`config.mk`:
```
export PLATFORM = sky130hd
export DESIGN_NAME = sorted_priority_queue
export DESIGN_NICKNAME = d
export VERILOG_FILES = /design/src/hdl/spq_pkg.sv /design/src/hdl/spq_cell.sv /design/src/hdl/sorted_priority_queue.sv
export SDC_FILE = /design/constraint.sdc
export NUM_CORES = 2
export LEC_CHECK = 0
export BUFFER_PORTS_ARGS = -buffer_cell sky130_fd_sc_hd__buf_2
export CELL_PAD_IN_SITES_DETAIL_PLACEMENT = 0
export CELL_PAD_IN_SITES_GLOBAL_PLACEMENT = 1
export CORE_MARGIN = 3
export CORE_UTILIZATION = 55
export DETAILED_ROUTE_END_ITERATION = 8
export PLACE_DENSITY = 0.89
export SYNTH_ARGS = -nofsm -noshare
export SYNTH_HDL_FRONTEND = slang
export SYNTH_HIERARCHICAL = 1
export SYNTH_SLANG_ARGS = --single-unit
```
`constraint.sdc`:
```
create_clock -name clk -period 8.3 [get_ports clk]
set_input_delay 1.66 -clock clk [delete_from_list [all_inputs] [get_ports clk]]
set_output_delay 1.66 -clock clk [all_outputs]
set_load 0.005 [all_outputs]
```
`src/hdl/spq_pkg.sv`:
```
`timescale 1ns / 1ps
// ----------------------------------------------------------------------------
// spq_pkg
// Shared types and codes for the sorted priority queue and its cell chain.
// ----------------------------------------------------------------------------
package spq_pkg;

    // Command codes carried on the input tuser bit
    localparam logic CMD_ENQ = 1'b0;
    localparam logic CMD_DEQ = 1'b1;

    // Result status codes carried on the output tuser field
    typedef enum logic [1:0] {
        ST_OK    = 2'd0,
        ST_EMPTY = 2'd1,
        ST_FULL  = 2'd2
    } status_t;

    // Per-cycle control broadcast to every cell of the chain
    typedef struct packed {
        logic enq;   // insert the new entry, shifting the tail right
        logic deq;   // remove the head, shifting everything left
    } cell_ctrl_t;

endpackage

```
`src/hdl/spq_cell.sv`:
```
`timescale 1ns / 1ps
// ----------------------------------------------------------------------------
// spq_cell
// One slot of the sorted chain: holds an entry and shifts left or right.
// ----------------------------------------------------------------------------
module spq_cell #(
    parameter int PAYLOAD_BITS = 32,
    parameter int PRIO_BITS    = 16
) (
    input  logic                           clk,
    input  spq_pkg::cell_ctrl_t            ctrl,
    input  logic                           occupied,
    input  logic        [PAYLOAD_BITS-1:0] new_payload,
    input  logic signed [PRIO_BITS-1:0]    new_prio,
    input  logic                           left_ge,
    input  logic        [PAYLOAD_BITS-1:0] left_payload,
    input  logic signed [PRIO_BITS-1:0]    left_prio,
    input  logic        [PAYLOAD_BITS-1:0] right_payload,
    input  logic signed [PRIO_BITS-1:0]    right_prio,
    output logic                           ge,
    output logic        [PAYLOAD_BITS-1:0] payload,
    output logic signed [PRIO_BITS-1:0]    prio
);
    import spq_pkg::*;

    logic        [PAYLOAD_BITS-1:0] payload_reg;
    logic        [PAYLOAD_BITS-1:0] payload_next;
    logic signed [PRIO_BITS-1:0]    prio_reg;
    logic signed [PRIO_BITS-1:0]    prio_next;

    // Empty slots count as "not smaller" so the insertion point is monotonic
    assign ge      = !occupied || (prio_reg >= new_prio);
    assign payload = payload_reg;
    assign prio    = prio_reg;

    always_comb
    begin
        payload_next = payload_reg;
        prio_next    = prio_reg;
        if (ctrl.enq && ge)
        begin
            if (left_ge)
            begin
                payload_next = left_payload;
                prio_next    = left_prio;
            end
            else
            begin
                payload_next = new_payload;
                prio_next    = new_prio;
            end
        end
        else if (ctrl.deq)
        begin
            payload_next = right_payload;
            prio_next    = right_prio;
        end
    end

    always_ff @(posedge clk)
    begin
        payload_reg <= payload_next;
        prio_reg    <= prio_next;
    end

endmodule

```
`src/hdl/sorted_priority_queue.sv`:
```
`timescale 1ns / 1ps
// The result of each taken beat is registered in the output register.
// Throughput: one beat per cycle; every cell compares and shifts in the same cycle.
// The input stalls only while a result waits in the output register and is not taken.
// Reset clears the fill count and the output valid flag; stored entries stay undefined
// until written, and only slots below the fill count are ever read.
// ----------------------------------------------------------------------------
// sorted_priority_queue
// Priority queue kept sorted by ascending priority in a shifting cell chain.
// ----------------------------------------------------------------------------
module sorted_priority_queue #(
    parameter int CAPACITY     = 16,
    parameter int PAYLOAD_BITS = 32,
    parameter int PRIO_BITS    = 16,
    localparam int CNT_W       = $clog2(CAPACITY + 1),
    localparam int IN_W        = ((PAYLOAD_BITS + PRIO_BITS + 7) / 8) * 8,
    localparam int OUT_W       = ((PAYLOAD_BITS + PRIO_BITS + CNT_W + 7) / 8) * 8
) (
    input  logic             clk,
    input  logic             rst_n,
    // slave side
    input  logic             s_axis_tvalid,
    output logic             s_axis_tready,
    input  logic [IN_W-1:0]  s_axis_tdata,   // payload, prio, zero pad
    input  logic             s_axis_tuser,   // cmd
    // master side
    output logic             m_axis_tvalid,
    input  logic             m_axis_tready,
    output logic [OUT_W-1:0] m_axis_tdata,   // out_payload, out_prio, count, zero pad
    output logic [1:0]       m_axis_tuser    // status
);
    import spq_pkg::*;

    localparam int PAD_W = OUT_W - PAYLOAD_BITS - PRIO_BITS - CNT_W;
    localparam logic [CNT_W-1:0] CAP = CNT_W'(CAPACITY);

    // Unpack the incoming beat
    logic                           accept;
    logic                           in_cmd;
    logic        [PAYLOAD_BITS-1:0] in_payload;
    logic signed [PRIO_BITS-1:0]    in_prio;

    assign in_cmd     = s_axis_tuser;
    assign in_payload = s_axis_tdata[PAYLOAD_BITS-1:0];
    assign in_prio    = s_axis_tdata[PAYLOAD_BITS+PRIO_BITS-1:PAYLOAD_BITS];

    // Output register acts as the skid stage: take a beat whenever it drains
    logic out_valid_reg;
    logic out_valid_next;

    assign s_axis_tready = !out_valid_reg || m_axis_tready;
    assign accept        = s_axis_tvalid && s_axis_tready;

    // Fill count and decoded operation
    logic [CNT_W-1:0] fill_reg;
    logic [CNT_W-1:0] fill_next;
    logic             full;
    logic             empty;
    cell_ctrl_t       ctrl;

    assign full     = (fill_reg == CAP);
    assign empty    = (fill_reg == '0);
    assign ctrl.enq = accept && (in_cmd == CMD_ENQ) && !full;
    assign ctrl.deq = accept && (in_cmd == CMD_DEQ) && !empty;

    always_comb
    begin
        fill_next = fill_reg;
        if (ctrl.enq)
            fill_next = fill_reg + CNT_W'(1);
        else if (ctrl.deq)
            fill_next = fill_reg - CNT_W'(1);
    end

    // Cell chain: slot 0 is the head
    logic                           ge_w      [CAPACITY];
    logic        [PAYLOAD_BITS-1:0] payload_w [CAPACITY];
    logic signed [PRIO_BITS-1:0]    prio_w    [CAPACITY];

    for (genvar i = 0; i < CAPACITY; i++)
    begin : g_cell
        localparam logic [CNT_W-1:0] IDX = CNT_W'(i);

        logic                           left_ge;
        logic        [PAYLOAD_BITS-1:0] left_payload;
        logic signed [PRIO_BITS-1:0]    left_prio;
        logic        [PAYLOAD_BITS-1:0] right_payload;
        logic signed [PRIO_BITS-1:0]    right_prio;

        // Head has nothing to its left: on insert it takes the new entry whenever its ge is set
        if (i == 0)
        begin : g_head
            assign left_ge      = 1'b0;
            assign left_payload = '0;
            assign left_prio    = '0;
        end
        else
        begin : g_body
            assign left_ge      = ge_w[i-1];
            assign left_payload = payload_w[i-1];
            assign left_prio    = prio_w[i-1];
        end

        // Tail pulls in a don't-care value on removal; it lies beyond the fill
        if (i == CAPACITY - 1)
        begin : g_tail
            assign right_payload = '0;
            assign right_prio    = '0;
        end
        else
        begin : g_mid
            assign right_payload = payload_w[i+1];
            assign right_prio    = prio_w[i+1];
        end

        spq_cell #(
            .PAYLOAD_BITS (PAYLOAD_BITS),
            .PRIO_BITS    (PRIO_BITS)
        ) u_cell (
            .clk           (clk),
            .ctrl          (ctrl),
            .occupied      (IDX < fill_reg),
            .new_payload   (in_payload),
            .new_prio      (in_prio),
            .left_ge       (left_ge),
            .left_payload  (left_payload),
            .left_prio     (left_prio),
            .right_payload (right_payload),
            .right_prio    (right_prio),
            .ge            (ge_w[i]),
            .payload       (payload_w[i]),
            .prio          (prio_w[i])
        );
    end

    // Result register
    status_t                        status_reg;
    status_t                        status_next;
    logic        [PAYLOAD_BITS-1:0] opay_reg;
    logic        [PAYLOAD_BITS-1:0] opay_next;
    logic signed [PRIO_BITS-1:0]    opri_reg;
    logic signed [PRIO_BITS-1:0]    opri_next;
    logic        [CNT_W-1:0]        ocnt_reg;
    logic        [CNT_W-1:0]        ocnt_next;

    always_comb
    begin
        out_valid_next = out_valid_reg;
        status_next    = status_reg;
        opay_next      = opay_reg;
        opri_next      = opri_reg;
        ocnt_next      = ocnt_reg;
        if (m_axis_tready)
            out_valid_next = 1'b0;
        if (accept)
        begin
            out_valid_next = 1'b1;
            ocnt_next      = fill_next;
            opay_next      = '0;
            opri_next      = '0;
            status_next    = ST_OK;
            if (in_cmd == CMD_ENQ)
            begin
                if (full)
                    status_next = ST_FULL;
            end
            else if (empty)
                status_next = ST_EMPTY;
            else
            begin
                // Hand out the head as it stands before the shift
                opay_next = payload_w[0];
                opri_next = prio_w[0];
            end
        end
    end

    always_ff @(posedge clk or negedge rst_n)
    begin
        if (!rst_n)
        begin
            out_valid_reg <= 1'b0;
            fill_reg      <= '0;
        end
        else
        begin
            out_valid_reg <= out_valid_next;
            fill_reg      <= fill_next;
        end
    end

    always_ff @(posedge clk)
    begin
        status_reg <= status_next;
        opay_reg   <= opay_next;
        opri_reg   <= opri_next;
        ocnt_reg   <= ocnt_next;
    end

    assign m_axis_tvalid = out_valid_reg;
    assign m_axis_tuser  = status_reg;
    if (PAD_W > 0)
    begin : g_pad
        assign m_axis_tdata = {{PAD_W{1'b0}}, ocnt_reg, opri_reg, opay_reg};
    end
    else
    begin : g_nopad
        assign m_axis_tdata = {ocnt_reg, opri_reg, opay_reg};
    end

endmodule
```
==> run_results.csv <==
group,metric,value,unit
status,outcome,"completed",
finish,nNetsFinal,4340,
routing,vias_per_cell,5.75,
pwr,cell_internal_pwr,10.8,mW
clock_tree,htreeDepth,3,
clock_tree,cts_buffers,90,
pwr,p_leak,20.8,nW
finish,drive_above_1_share,37.2,%
placed_design,dp_hpwl,79900,µm
timing,slew_headroom,20.7,%
routing,vias,30400,
routing,drc,0,
timing,finalSetupViolCount,0,
grt,grt_usage,22.1,%
grt,grt_pass1_wl,171000,µm
timing,worst_pin_slew,1.19,ns
floorplan,initial_core_util,55.9,%
setup_path,cp_common_cell,"buf_4",
clock_tree,post_cts_buffers,0,
setup_path,endpoint_kind,"flop",
synth,synth_cells,3890,
timing,rsz0062_at_grt,"no",
setup_path,crit_fanout,49,
setup_path,critPathRequiredTime,8.60,ns
timing,worst_slack,2.93,ns
pwr,power.share.clock,25.6,%
pwr,pwr-share-comb,34.6,%
placed_design,io_buffers,109,
clock_tree,clkTransAtPathRegs,0.06,ns
clock_tree,cts_tree,"built",
setup_path,cp-start-kind,"input port",
placed_design,gp_congestion,0.824,
timing,finalClockSkew,0.0245,ns
clock_tree,ctsHoldBuffers,0,
timing,maxSlewViolCount,0,
finish,synthToLayoutAreaGrowth,8.95,%
setup_path,cp_cell_sequence,"buf_2 > inv_1 > ha_1 > nand4_1 > or4_1 > a21oi_1 > o31ai_1 > a31oi_4 > buf_4 > or2_2 > buf_4",
synth,yosysWarnings,6,
grt,antenna_found_initial,5,
floorplan,core_area,90700,µm²
setup_path,path_class,"in -> reg",
timing,max_freq,186,MHz
min_path,worst_hold_path_type,"reg -> reg",
pwr,p_per_area,287,nW/µm²
routing,drt_iter0_markers,2452,
routing,routedWlPerCell,20.3,µm
floorplan,io_pins,113,
timing,finalHoldViolations,0,
setup_path,slowest_stage,"or2_2",
floorplan,die_w,310,µm
pwr,switchingPower,5.01,mW
synth,synth_area,50700,µm²
pwr,ir_worst_vdd,0.158,mV
floorplan,rows,110,
floorplan,fp.dieH,310,µm
clock_tree,root_buffer,"clkbuf_16",
finish,largest_reg_flops,512,
placed_design,dp_slack,2.33,ns
floorplan,fp.dieArea,95800,µm²
clock_tree,numClockSinks,829,
grt,grt_start_max_net_pins,64,
pwr,seqPwrFrac,39.9,%
routing,ant_nets,0,
timing,fin_crit_sh,64.7,%
clock_tree,cts-resized-gates,0,
grt,gr-total-overflow,0,
routing,dr.pass1.iters,5,
setup_path,worst_ep_arrival_time,5.67,ns
synth,avgSynthCellArea,13.0,µm²
grt,grt_pass1_vias,30500,
timing,min_period,5.37,ns
routing,route.final.wire_length,107000,µm
run,max_cap_viol_count,0,
clock_tree,clockBufferDepth,3,
clock_tree,insertion_delay,0.64,ns
timing,final.setup.tns,0,ns
setup_path,cpPeakStageDelay,0.64,ns
pwr,switching_share,31.6,%
==> worst paths after layout <==
kind	start	end	slack (ns)	cells after the start
worst max register to register	fill_reg[1]	g_cell[12].u_cell/prio[8]	4.00	10
min in group asynchronous	rst_n	m_axis_tvalid	0.84	1
worst min register to register	g_cell[15].u_cell/payload[22]	g_cell[14].u_cell/payload[22]	0.52	1
worst max-delay path	s_axis_tdata[47]	g_cell[12].u_cell/prio[8]	2.93	11
max in group asynchronous	rst_n	fill_reg[2]	7.30	1
worst min-delay path	g_cell[15].u_cell/payload[22]	g_cell[14].u_cell/payload[22]	0.52	1
==> layout by cell type (no fill, tap or decap), types with 28 or more instances in the layout <==
master / count
buf_2: 109
edfxtp_1: 823
conb_1: 100
mux2_2: 1152
and2_1: 28
nand3_1: 32
mux2_1: 144
nand4_1: 48
a21oi_1: 113
clkbuf_16: 92
inv_1: 278
nand2_1: 294
buf_4: 41
o21ai_0: 260
ha_1: 260
==> per-stage QoR <==
step | util [%] | total power [mW] | hold slack (ns) | instances | area (µm²)
floorplan | - | 10.6 | 0.501 | 3989 | 51100
global placement | 57.6 | 11.7 | 0.503 | 5111 | 52200
detailed placement | 57.6 | 11.8 | 0.513 | 5111 | 52200
CTS | 60.9 | 15.9 | 0.527 | 5276 | 55200
global route | 60.9 | 16.7 | 0.543 | 5281 | 55200
finish | 60.9 | 15.8 | 0.523 | 5281 | 55200
==> power by group through the flow <==
stage	clock network, mW	logic, mW	registers, mW
2_1_floorplan	0	4.47	6.11
3_3_place_gp	0	5.30	6.35
3_5_place_dp	0	5.45	6.39
4_1_cts	4.14	5.48	6.30
5_1_grt	4.31	6.02	6.40
6_report	4.05	5.48	6.31
==> final cells by class <==
cell class / instances / area, µm²
antenna: 5 / 12.5
multi-input combinational: 2678 / 24000
fill: 6927 / 35500
sequential: 829 / 24900
clock buffer: 110 / 2390
tap: 1176 / 1470
timing repair buffer: 150 / 853
inverter: 278 / 1040
clock inverter: 55 / 603
==> layer usage <==
metal	GRT usage, %	vias to the layer above	wire length, µm
met5	0	-	0
met4	5.38	0	1880
met2	34.5	841	47100
met1	32.9	14600	52400
met3	2.53	123	5730
li1	-	14800	-
==> critical path: cells and delay by family <==
family / cells / cell delay, ns
compound gates: 3 / 0.64
fa+ha+maj: 1 / 0.38
buf+inv: 4 / 1.49
simple gates: 3 / 1.44
(Power assumes the default switching activity.)
